**src/hdl/lpht_mod.sv**
```systemverilog
// ----------------------------------------------------------------------------
// lpht_mod
// Multi-cycle remainder unit: dividend mod divisor, four dividend bits a cycle.
// ----------------------------------------------------------------------------
module lpht_mod #(
  parameter int unsigned DIVIDEND_W = 32,
  parameter int unsigned DIVISOR_W  = 11
) (
  input  logic                  clk,
  input  logic                  rst,
  input  logic                  start,
  input  logic [DIVIDEND_W-1:0] dividend,
  input  logic [DIVISOR_W-1:0]  divisor,
  output logic                  done,
  output logic [DIVISOR_W-1:0]  remainder
);

  localparam int unsigned DIGIT     = 4;
  localparam int unsigned DIV_STEPS = (DIVIDEND_W + DIGIT - 1) / DIGIT;
  localparam int unsigned PAD_W     = DIV_STEPS * DIGIT;
  localparam int unsigned STEP_W    = (DIV_STEPS > 1) ? $clog2(DIV_STEPS) : 1;
  localparam logic [STEP_W-1:0] LAST_STEP = STEP_W'(DIV_STEPS - 1);

  logic                 busy;
  logic [STEP_W-1:0]    cnt;
  logic [PAD_W-1:0]     quo;
  logic [DIVISOR_W-1:0] div;
  logic [DIVISOR_W-1:0] rem_next;

  // Restoring remainder steps; the partial remainder stays below the divisor.
  always_comb begin
    logic [DIVISOR_W:0]   t;
    logic [DIVISOR_W-1:0] r;
    r = remainder;
    for (int b = 0; b < DIGIT; b++) begin
      t = {r, quo[PAD_W-1-b]};
      if (t >= {1'b0, div}) begin
        t = t - {1'b0, div};
      end
      r = DIVISOR_W'(t);
    end
    rem_next = r;
  end

  always_ff @(posedge clk) begin
    if (rst) begin
      busy <= 1'b0;
      done <= 1'b0;
      cnt  <= '0;
    end else begin
      done <= 1'b0;
      if (start) begin
        busy <= 1'b1;
        cnt  <= '0;
      end else if (busy) begin
        cnt <= cnt + 1'b1;
        if (cnt == LAST_STEP) begin
          busy <= 1'b0;
          done <= 1'b1;
        end
      end
    end
  end

  always_ff @(posedge clk) begin
    if (start) begin
      quo       <= PAD_W'(dividend);
      div       <= divisor;
      remainder <= '0;
    end else if (busy) begin
      quo       <= {quo[PAD_W-DIGIT-1:0], DIGIT'(0)};
      remainder <= rem_next;
    end
  end

endmodule

```
**config.mk**
```make
export PLATFORM = sky130hd
export DESIGN_NAME = lpht_mod
export DESIGN_NICKNAME = d
export VERILOG_FILES = /design/src/hdl/lpht_mod.sv
export SDC_FILE = /design/constraint.sdc
export NUM_CORES = 1
export LEC_CHECK = 0
export BUFFER_PORTS_ARGS = -buffer_cell sky130_fd_sc_hd__buf_2
export CORE_MARGIN = 2
export CORE_UTILIZATION = 55
export CTS_CLUSTER_SIZE = 28
export DETAILED_ROUTE_END_ITERATION = 7
export HOLD_SLACK_MARGIN = 0.08
export PLACE_DENSITY = 0.76
export SYNTH_ARGS = -nofsm -noshare
export SYNTH_HDL_FRONTEND = slang
export SYNTH_SLANG_ARGS = --single-unit
```
**constraint.sdc**
```tcl
create_clock -name clk -period 12.3 [get_ports clk]
set_input_delay 2.46 -clock clk [delete_from_list [all_inputs] [get_ports clk]]
set_output_delay 2.46 -clock clk [all_outputs]
set_load 0.03 [all_outputs]
```
Word level (Yosys, flattened, before mapping)
Index checks and enable logic that the tools add are counted.
Storage, ports and cells
  flip-flop bits (word level): 59
  bits of input ports: 46
  output and inout bits: 12
Cells by class
  add/subtract/negate cells: 5
  $lt $le $gt $ge: 4
  equality and inequality tests: 1
  mux-type cells: 10
  bitwise gates (word level): 1
  reductions and logical operators: 3
Operators by type and width (number)
  $mux 32: 2
  $ge 12x11->1: 4
  $mux 11: 4
  $sub 11x11->11: 4
  $mux 1: 4
  $add 3x1->3 const B: 1
  $eq 3x3->1 const B: 1
  $reduce_or 3->1: 1
  $reduce_bool 2->1: 1
  $reduce_or 2->1: 1
  $not 1->1: 1

Longest topological paths before layout
Gate-level depths: netlist of run 1.
  depth after elaboration: 8
  gate-level depth with buffers: 40

Worst setup path after synthesis of run 1
OpenSTA, ideal clock, no wires.
  kind: register to register
  start point: register remainder[0]
  end point: register remainder[9]
  arrival time: 8.596 ns
  required time: 12.212 ns
  slack: 3.616 ns
  stages on the path, launching flop included: 36
  buffers on the path: 4
  period minus slack after synthesis: 8.684 ns
  cell sequence: dfxtp_1 > inv_1 > fa_1 > nand2b_1 > a211oi_2 > o31a_1 > or2_2 > buf_4 > mux2_2 > ha_1 > a21o_1 > a221oi_2 > o21ai_2 > a22o_1 > o21bai_1 > buf_4 > mux2_2 > ha_1 > and3_1 > a221oi_1 > nand2_1 > a21oi_1 > o21ai_0 > a211oi_2 > clkbuf_1 > mux2_2 > ha_1 > and3_1 > o21ai_0 > a31oi_1 > o221a_2 > o21ai_0 > nor4bb_1 > buf_2 > or4b_1 > a311oi_2
Between the ends
  word-level cells in the longest chain between the ends: 8
  elaborated cells on any way between the ends: 12
  those cells by class: add/sub: 4; order compare: 4; mux: 4
Ends and longest elaborated chain
  start, declared: RTL line 15  | output logic [DIVISOR_W-1:0] remainder
  start signal, assigned: RTL line 72  | remainder <= rem_next;
  $sub 11x11->11 / $ge 12x11->1 (equally long branches): RTL line 38, 37
  $mux 11 (*): RTL line 37  | if (t >= {1'b0, div}) begin
  $sub 11x11->11 / $ge 12x11->1 (equally long branches): RTL line 38, 37
  $mux 11 (*): RTL line 37
  $sub 11x11->11 / $ge 12x11->1 (equally long branches): RTL line 38, 37
  $mux 11 (*): RTL line 37
  $sub 11x11->11 / $ge 12x11->1 (equally long branches): RTL line 38, 37
  $mux 11 (*): RTL line 37
Mark *: on every way between the ends. The rest lies on a longest branch, timed or not.
A chain may end at the register's enable or synchronous reset.

Worst setup path in the final report of run 1
  start point: register div[0]
  end point: register remainder[9]
Between the ends
  word-level cells in the longest chain between the ends: 8
  elaborated cells on any way between the ends: 12
  those cells by class: add/sub: 4; order compare: 4; mux: 4
Ends and longest elaborated chain
  start, declared: RTL line 27  | logic [DIVISOR_W-1:0] div;
  start signal, assigned: RTL line 68  | div <= divisor;
  $sub 11x11->11 / $ge 12x11->1 (equally long branches): RTL line 38, 37
  $mux 11: RTL line 37
  $sub 11x11->11 / $ge 12x11->1 (equally long branches): RTL line 38, 37
  $mux 11: RTL line 37
  $sub 11x11->11 / $ge 12x11->1 (equally long branches): RTL line 38, 37
  $mux 11: RTL line 37
  $sub 11x11->11 / $ge 12x11->1 (equally long branches): RTL line 38, 37
  $mux 11 (*): RTL line 37
Marked as above.

==> metrics, run 1 <==
Reg-to-Reg Start div[0]$_DFFE_PP_; Hold Crit Class register to register; share of cells above drive strength 1 25.7%; Detailed Place HPWL 8710 um; pin count of the biggest net entering global routing 55; CTS tree yes; # DRC 0; first-pass GRT wire length 18,200 um; most instantiated library cell after synthesis ha_1; yosys warns 0; routed wire length 11,200 um; io pins 58; Port Buffers 57; Final ANT Viol Nets 0; Post-CTS Setup Inserts 0; critical path's most frequent cell o21ai_0; hold_buf cts 0; clk sink count 59; syn_nets 572; Mapped Cells 476; vias in the first global route 3,774; Final #Nets 628; slew at the pin with the worst max-slew slack 1.20 ns; GP Congestion 0.905; Slew headroom 20.2%; Synth top area share 27.2%; dominant synthesized flop cell edfxtp_1; CORE AREA 8300 sq um; Synth area leaders edfxtp_1, ha_1, mux2_2, dfxtp_1, xnor2_1; Hold Path End cnt[1]$_SDFFE_PP0P_; Setup Skew 0.0102 ns; Fin. Hold Viols 0; status complete, no violations; worst skew pair latency 0.34 ns; Fin Setup TNS 0 ns; top cells by count, synth ha_1, mux2_2, edfxtp_1; Area Overhead vs Synth 12.2%; fin crit share 83.8%; flop2flop setup slack 1.99 ns; Die Span Y 97.0 um; die width 97.0 um; grt ovf 0; Buf/Inv on CP 2; crit path launch type register; FFs w/ async S/R, synth 0%; root buffer cell clkbuf_8; CP max stage cell a211oi_2; synthesized area 4750 sq um; Initial Util 57.3%; worst hold stages 2; Yosys reg bits 59; DR pass1 iterations 7; syn avg cell area 9.99 sq um; CP delay by family, top compound AO/OA/AOI/OAI gates; hold_sp cnt[1]$_SDFFE_PP0P_; Worst Reg2Reg Path Length in Cells 34; Die Area 9400 sq um; required time worst endpoint 12.55 ns; library cell with the largest summed area after synthesis edfxtp_1; RSZ-0062 raised after global routing false; max-capacitance violation count 0; delay of the slowest critical-path stage 0.87 ns; reg2reg end remainder[9]$_SDFFE_PP0P_; Max Clk Rate 97.0 MHz; setup violators final 0; Final Critical Period 10.31 ns; Distinct cells, synth 66; Final Max Tran Viols 0; initial antenna violation count 0; Crit. End Element register; # diodes 0; routed vias/inst 6.10; # rows 33; Seq/Total Area, Yosys 33.9%; Setup CP Type register to register; Longest Clk Path Bufs 2; Crit Path Max Fanout 18; post_cts resized 0; H-tree depth 3; Reg clk slew, reported paths 0.08 ns; number of DRC markers in iteration 0 260; EDFF count, synth 43; number of buffers created by CTS 9; Routed wire per std cell 17.4 um; Overall Global Routing Usage 23.8%; worst path arrival time 10.56 ns; vias post-DR 3,913
==> worst max-delay path by stage <==
stage	slack [ns]	depth (start not counted)	to	from
2_1_floorplan	3.62	35	remainder[9]$_SDFFE_PP0P_	remainder[0]$_SDFFE_PP0P_
3_3_place_gp	2.51	32	remainder[9]$_SDFFE_PP0P_	div[0]$_DFFE_PP_
6_report	1.99	34	remainder[9]$_SDFFE_PP0P_	div[0]$_DFFE_PP_
3_5_place_dp	2.13	32	remainder[9]$_SDFFE_PP0P_	div[0]$_DFFE_PP_
4_1_cts	2.10	32	remainder[9]$_SDFFE_PP0P_	div[0]$_DFFE_PP_
5_1_grt	1.35	34	remainder[9]$_SDFFE_PP0P_	div[0]$_DFFE_PP_
==> layer usage <==
layer | vias to the layer above | global-route usage, % | wire length (um)
li1 | 1903 | - | -
met1 | 1885 | 32.1 | 5000
met2 | 117 | 40.2 | 5490
met3 | 8 | 3.40 | 591
met4 | 0 | 6.28 | 112
met5 | - | 0 | 0
==> tightest hold or removal path, delay by kind of cell, from the launching register on <==
family           cells  cell delay [ns]
flip-flops           1             0.31
multiplexers         1             0.12
AND/OR/NAND/NOR      1             0.05
==> through the flow <==
stage          utilization (%)  setup slack (ns)  std cells  instance area, sq um  hold slack [ns]
6_report                  64.3              1.99        642                  5330            0.531
3_5_place_dp              61.9              2.13        626                  5130            0.527
4_1_cts                   64.3              2.10        642                  5330            0.540
2_1_floorplan                -              3.62        476                  4750            0.497
5_1_grt                   64.3              1.35        642                  5330            0.566
3_3_place_gp              61.9              2.51        626                  5130            0.515
==> flip-flops by register name (all words and copies together) (netlist names) <==
signal and cells:
quo 32, busy 1, div 11, remainder 11, done 1, cnt 3
==> area by class of cell <==
type / count / area, sq um
fillers: 674 / 2970
inverters: 33 / 124
repair buffers: 60 / 308
flip-flops and latches: 59 / 1610
clock inverters: 7 / 76.3
multi-input cells: 369 / 2960
well taps: 105 / 131
clock buffers: 9 / 124
==> placed cells by master (no fill, tap or decap), types with 5 or more instances in the layout <==
cell / netlist / routed
a211oi_1: 5 / 5
a21o_1: 10 / 10
a21oi_1: 26 / 26
and2_1: 5 / 5
and3_1: 8 / 8
buf_2: 4 / 57
clkbuf_8: 0 / 9
dfxtp_1: 16 / 16
edfxtp_1: 43 / 43
ha_1: 46 / 46
inv_1: 33 / 33
mux2_2: 45 / 45
nand2_1: 28 / 28
nand2b_1: 5 / 5
nand3_1: 5 / 5
nor2_1: 21 / 21
nor2b_1: 8 / 8
nor3_1: 14 / 14
o211ai_1: 5 / 5
o21a_1: 6 / 6
o21ai_0: 27 / 27
o311ai_0: 5 / 5
xnor2_1: 19 / 19
xor2_1: 8 / 8
==> logic make-up after synthesis <==
family | synth area share (%)
AND/OR/NAND/NOR | 13.6
AO/OA/AOI/OAI | 17.6
flip-flops | 33.9
multiplexers | 12.1
adder cells (fa/ha/maj) | 13.8
buffers and inverters | 4.13
XOR/XNOR | 4.97
Power of run 1 is not shown: default switching activity piles up to over one toggle a cycle in this logic, so the estimate is an artifact.
==> run 2: changes to the inputs <==
Settings changed: ABC_AREA set to 1, CORE_UTILIZATION 55 to 54, PLACE_DENSITY 0.76 to 0.77.
Clock period 12.3 ns to 8.4 ns, I/O delays scaled along.
==> run 2 against run 1 <==
  * Design area rose by 10%
  * Utilization fell by 1.4 points
  * Non-clock buffer count fell by 1
  * Synthesized cell count rose by 56%
  * Register-to-register slack got worse by 1.4 ns
  * Worst hold slack got worse by 0.058 ns
  * Die area rose by 11%
  * Clock skew rose by 0.0052 ns
  * Critical path depth rose by 10
  * First-iteration DRC count rose by 60%
  * Clock-buffer cell count did not move
==> metrics, run 2 <==
Compound-Gate Fraction of Synth Area 6.59% (-11 points); Crit Path Max Fanout 14 (-4); required time worst endpoint 8.62 ns (-3.93 ns); routed wire length 14,500 um (+29%); DR pass1 iterations 6 (-1); worst hold stages 2 (unchanged); vias in the first global route 4,856 (+29%); syn_nets 840 (+47%); CTS tree yes; worst skew pair latency 0.34 ns (about the same); # rows 35 (+6.1%); Final Critical Period 7.78 ns (-2.53 ns); pin count of the biggest net entering global routing 48 (-13%); Fill cells 873 (+30%); Reg clk slew, reported paths 0.07 ns (about the same); Area Overhead vs Synth 12.5%; Seq/Total Area, Yosys 30.9% (-3.0 points); Port Buffers 57 (unchanged); initial antenna violation count 0 (unchanged); number of buffers created by CTS 9 (unchanged); root buffer cell clkbuf_8; Detailed Place HPWL 11,300 um (+29%); synthesized area 5220 sq um (+9.7%); io pins 58 (unchanged); FFs w/ async S/R, synth 0% (unchanged); Yosys reg bits 59 (unchanged); Final ANT Viol Nets 0 (unchanged); most frequent cells in the layout nand2_1, inv_1, nand3_1, buf_2, ha_1; largest reg by FF count quo; setup violators final 0 (unchanged); Final Max Tran Viols 0 (unchanged); RSZ-0062 raised after global routing false; crit path launch type register; die width 102 um (+5.5%); Setup Skew 0.0154 ns (+0.00520 ns); largest family of logic cells by synthesized area simple AND/OR/NAND/NOR gates; Distinct cells, synth 43 (-35%); yosys warns 0 (unchanged); critical path's most frequent cell nand2_1; fin crit share 92.6% (+8.7 points); Reg-to-Reg Start div[0]$_DFFE_PP_; register area 1610 sq um (unchanged); flop2flop setup slack 0.62 ns (-1.37 ns); Die Span Y 102 um (+5.5%); Critical path origin div[0]$_DFFE_PP_; Hold Crit Class register to register; delay of the slowest critical-path stage 0.45 ns (-0.42 ns); Buf/Inv on CP 7 (+5); Synth Area in XOR/XNOR 4.70% (-0.27 points); Fin. Hold Viols 0 (unchanged); Post-Synth Adder-Cell Area 12.6% (-1.2 points); max-capacitance violation count 0 (unchanged); max FFs per register 32 (unchanged); worst path arrival time 7.99 ns (-2.57 ns); CP max stage cell edfxtp_1; dominant synthesized flop cell edfxtp_1; Crit. End Element register; Synth top area share 24.7% (-2.4 points); commonest non-fill, non-tap cell in the layout nand2_1; H-tree depth 3 (unchanged); first-pass GRT wire length 23,600 um (+30%); number of DRC markers in iteration 0 415 (+60%); Die Area 10,500 sq um (+11%); largest registers quo (32), div (11), remainder (11); share of cells above drive strength 1 13.4% (-12 points); Hold Path End cnt[2]$_SDFFE_PP0P_; top cells by count, synth nand2_1, inv_1, nand3_1; routed vias/inst 5.39 (-11%); Initial Util 55.9% (-1.4 points); grt ovf 0 (unchanged); clk sink count 59 (unchanged); Post-CTS Setup Inserts 0 (unchanged); hold_buf cts 0 (unchanged); Routed wire per std cell 15.6 um (-11%); Worst Reg2Reg Path Length in Cells 44 (+29%); syn avg cell area 7.01 sq um (-30%); Mapped Cells 744 (+56%); vias post-DR 5,017 (+28%); footprint of the multi-input gates 3130 sq um (+5.9%); multiplexer area fraction after synthesis 0% (-12 points); library cell with the largest summed area after synthesis edfxtp_1; Fin Setup TNS 0 ns (unchanged); reg2reg end remainder[9]$_SDFFE_PP0P_; GP Congestion 1.00 (+11%); slew at the pin with the worst max-slew slack 0.837 ns (-0.358 ns); # DRC 0 (unchanged); Longest Clk Path Bufs 2 (unchanged); Synth Area in Simple Gates 36.0% (+22 points); CORE AREA 9330 sq um (+12%); Overall Global Routing Usage 29.7% (+5.9 points); CP delay by family, top simple AND/OR/NAND/NOR gates; hold_sp cnt[2]$_SDFFE_PP0P_; Max Clk Rate 129 MHz (+33%); Final #Nets 892 (+42%); Setup CP Type register to register; # diodes 0 (unchanged); EDFF count, synth 43 (unchanged); Synth area leaders edfxtp_1, nand2_1, ha_1, inv_1, dfxtp_1; status complete, no violations; Slew headroom 44.0% (+24 points); most instantiated library cell after synthesis nand2_1
## run 2: how the worst max path moves through the flow
stage | endpoint | slack (ns) | depth (start not counted)
after CTS | remainder[9]$_SDFFE_PP0P_ | 0.57 | 44
after global placement | remainder[8]$_SDFFE_PP0P_ | 0.82 | 44
final | remainder[9]$_SDFFE_PP0P_ | 0.62 | 44
after global routing | remainder[6]$_SDFFE_PP0P_ | 0.008 | 44
after floorplan | remainder[5]$_SDFFE_PP0P_ | 1.96 | 44
after detailed placement | remainder[9]$_SDFFE_PP0P_ | 0.64 | 44
## run 2: cell type report
class | count | share of cell area [%]
Clock buffer | 9 | 2.11
Clock inverter | 7 | 2.49
Inverter | 104 | 6.65
Multi-Input combinational cell | 563 | 53.4
Sequential cell | 59 | 27.5
Tap cell | 129 | 2.75
Timing Repair Buffer | 59 | 5.12
## run 2: stage by stage
step,worst slack [ns],std cells,instance area (sq um),util (%),hold WS (ns)
after floorplan,1.96,744,5220,-,0.442
after global routing,0.00842,930,5870,62.9,0.499
after detailed placement,0.643,914,5590,59.9,0.465
after CTS,0.569,930,5860,62.8,0.475
after global placement,0.820,914,5590,59.9,0.450
final,0.624,930,5870,62.9,0.473
## run 2: metal layers
| metal | part of all wire [%] | wire length (um) | vias up | global-route usage [%] |
|---|---|---|---|---|
| li1 | - | - | 2505 | - |
| met1 | 45 | 6530 | 2279 | 40.6 |
| met2 | 44 | 6420 | 194 | 46.8 |
| met3 | 6.9 | 993 | 39 | 4.65 |
| met4 | 3.8 | 545 | 0 | 12.9 |
| met5 | 0 | 0 | - | 0 |
## run 2: worst register-to-register path: cells and delay by family (launching register included)
| family | cells | cell delay (ns) |
|---|---|---|
| simple gates | 23 | 3.22 |
| compound gates | 9 | 1.81 |
| fa+ha+maj | 5 | 1.70 |
| buf+inv | 7 | 0.46 |
| flops | 1 | 0.45 |
## run 2: repair_timing
item                       4_1_cts  5_1_grt
hold endpoints to repair         0        0
gates resized for setup          0        2
setup endpoints to repair        0       11
## run 2: logic make-up (layout without fill, tap and decap cells)
logic type	after synthesis	after routing
AND/OR/NAND/NOR	426	426
buffers and inverters	122	179
AO/OA/AOI/OAI	59	59
flip-flops	59	59
adder cells (fa/ha/maj)	50	50
XOR/XNOR	28	28
Power of run 2 is left out for the same reason.
==> run 3: changes to the inputs <==
Settings changed: CORE_UTILIZATION 54 to 50, PLACE_DENSITY 0.77 to 0.72.
==> run 3 against run 2 <==
  * Clock skew down 0.0064 ns
  * Design area about the same
  * Via count up 0.88%
  * Critical endpoint is now remainder[2]$_SDFFE_PP0P_
==> metrics, run 3 (synthesized netlist as in run 2, its figures left out) <==
status complete, no violations; max-capacitance violation count 0 (unchanged); initial antenna violation count 0 (unchanged); Final Instance Area 5870 sq um (about the same); Slew headroom 44.7% (+0.72 points); vias post-DR 5,061 (+0.88%); DP Area 5600 sq um (+0.16%); # rows 37 (+5.7%); DR pass1 iterations 7 (+1); Final Hold Slack 0.470 ns (-0.00274 ns); critical path's most frequent cell nand2_1; Max Clk Rate 129 MHz (+0.56%); worst hold stages 2 (unchanged); Die Area 11,300 sq um (+7.7%); pin count of the biggest net entering global routing 48 (unchanged); Worst Reg2Reg Path Length in Cells 41 (-6.8%); slew at the pin with the worst max-slew slack 0.828 ns (-0.00865 ns); largest reg by FF count quo; flop2flop setup slack 0.67 ns (+0.04 ns); required time worst endpoint 8.64 ns (+0.02 ns); Reg clk slew, reported paths 0.08 ns (about the same); worst skew pair latency 0.35 ns (about the same); hold_sp cnt[2]$_SDFFE_PP0P_; Final Max Tran Viols 0 (unchanged); routed vias/inst 5.37 (-0.51%); most frequent cells in the layout nand2_1, inv_1, nand3_1, buf_2, ha_1; commonest non-fill, non-tap cell in the layout nand2_1; Die Span Y 106 um (+3.8%); first-pass GRT wire length 23,200 um (-1.6%); die width 106 um (+3.8%); # DRC 0 (unchanged); max FFs per register 32 (unchanged); crit path launch type register; Hold Crit Class register to register; Fin. Hold Viols 0 (unchanged); Final #Nets 898 (+0.67%); fin crit share 92.0% (-0.52 points); worst path arrival time 7.97 ns (-0.02 ns); io pins 58 (unchanged); number of DRC markers in iteration 0 387 (-6.7%); Reg-to-Reg Start div[1]$_DFFE_PP_; Crit. End Element register; Area Overhead vs Synth 12.5% (about the same); grt ovf 0 (unchanged); WP depth 41 (-6.8%); Final Critical Period 7.73 ns (-0.0435 ns); GP Congestion 0.990 (-1.3%); Final ANT Viol Nets 0 (unchanged); Longest Clk Path Bufs 2 (unchanged); Port Buffers 57 (unchanged); share of cells above drive strength 1 13.9% (+0.52 points); reg2reg end remainder[2]$_SDFFE_PP0P_; routed wire length 14,400 um (-0.79%); delay of the slowest critical-path stage 0.51 ns (+0.06 ns); CP max stage cell edfxtp_1; largest registers quo (32), div (11), remainder (11); vias in the first global route 4,847 (-0.19%); setup violators final 0 (unchanged); placed insts 921 (+0.77%); H-tree depth 3 (unchanged); Routed wire per std cell 15.2 um (-2.2%); clk sink count 59 (unchanged); Fill cells 974 (+12%); CORE AREA 10,200 sq um (+9.7%); filler-free cell count of the finished design 943 (+1.4%); CTS tree yes; Setup Skew 0.00894 ns (-0.00643 ns); Detailed Place HPWL 11,200 um (-0.75%); Fin Setup TNS 0 ns (unchanged); root buffer cell clkbuf_8; # diodes 0 (unchanged); Hold Path End cnt[2]$_SDFFE_PP0P_; number of buffers created by CTS 9 (unchanged); hold_buf cts 0 (unchanged); Initial Util 51.0% (-4.9 points); Buf/Inv on CP 5 (-2); Crit Path Max Fanout 14 (unchanged); Overall Global Routing Usage 26.1% (-3.5 points); Setup CP Type register to register; CP delay by family, top simple AND/OR/NAND/NOR gates; RSZ-0062 raised after global routing false
## run 3: final cells by class
cell class / count / area [sq um] / area share, %
flip-flops and latches: 59 / 1610 / 27.5
multi-input cells: 563 / 3130 / 53.3
well taps: 136 / 170 / 2.90
clock inverters: 7 / 98.8 / 1.68
inverters: 104 / 390 / 6.65
repair buffers: 65 / 345 / 5.88
clock buffers: 9 / 124 / 2.11
## run 3: worst max-delay path by stage
| stage | endpoint | slack, ns | from |
|---|---|---|---|
| 6_report | remainder[2]$_SDFFE_PP0P_ | 0.67 | div[1]$_DFFE_PP_ |
| 4_1_cts | remainder[2]$_SDFFE_PP0P_ | 0.65 | div[0]$_DFFE_PP_ |
| 3_5_place_dp | remainder[4]$_SDFFE_PP0P_ | 0.69 | div[0]$_DFFE_PP_ |
| 5_1_grt | remainder[2]$_SDFFE_PP0P_ | 0.06 | div[0]$_DFFE_PP_ |
| 2_1_floorplan | remainder[5]$_SDFFE_PP0P_ | 1.96 | remainder[0]$_SDFFE_PP0P_ |
| 3_3_place_gp | remainder[3]$_SDFFE_PP0P_ | 0.82 | div[0]$_DFFE_PP_ |
## run 3: layer usage
| metal | up-vias | wire (um) | global-route usage (%) |
|---|---|---|---|
| met5 | - | 0 | 0 |
| met4 | 0 | 352 | 9.68 |
| met3 | 32 | 906 | 3.49 |
| met2 | 228 | 6540 | 42.6 |
| met1 | 2282 | 6580 | 35.5 |
| li1 | 2519 | - | - |
## run 3: worst reg2reg max path, delay by kind of cell (launching register included)
| family | cells | cell delay (ns) |
|---|---|---|
| AO/OA/AOI/OAI | 6 | 1.37 |
| adder cells (fa/ha/maj) | 4 | 1.49 |
| buffers and inverters | 5 | 0.66 |
| flip-flops | 1 | 0.51 |
| AND/OR/NAND/NOR | 26 | 3.56 |
## run 3: through the flow
stage	util (%)	worst slack, ns
finish	57.4	0.668
global placement	54.7	0.821
CTS	56.9	0.651
global route	57.4	0.0621
floorplan	-	1.96
detailed placement	54.7	0.689
## run 3: timing repair
| action | CTS | global route |
|---|---|---|
| gates resized for setup | 0 | 1 |
| setup buffers | 0 | 6 |
| hold endpoints to repair | 0 | 0 |
| setup endpoints to repair | 0 | 11 |
Power of run 3 is left out for the same reason.
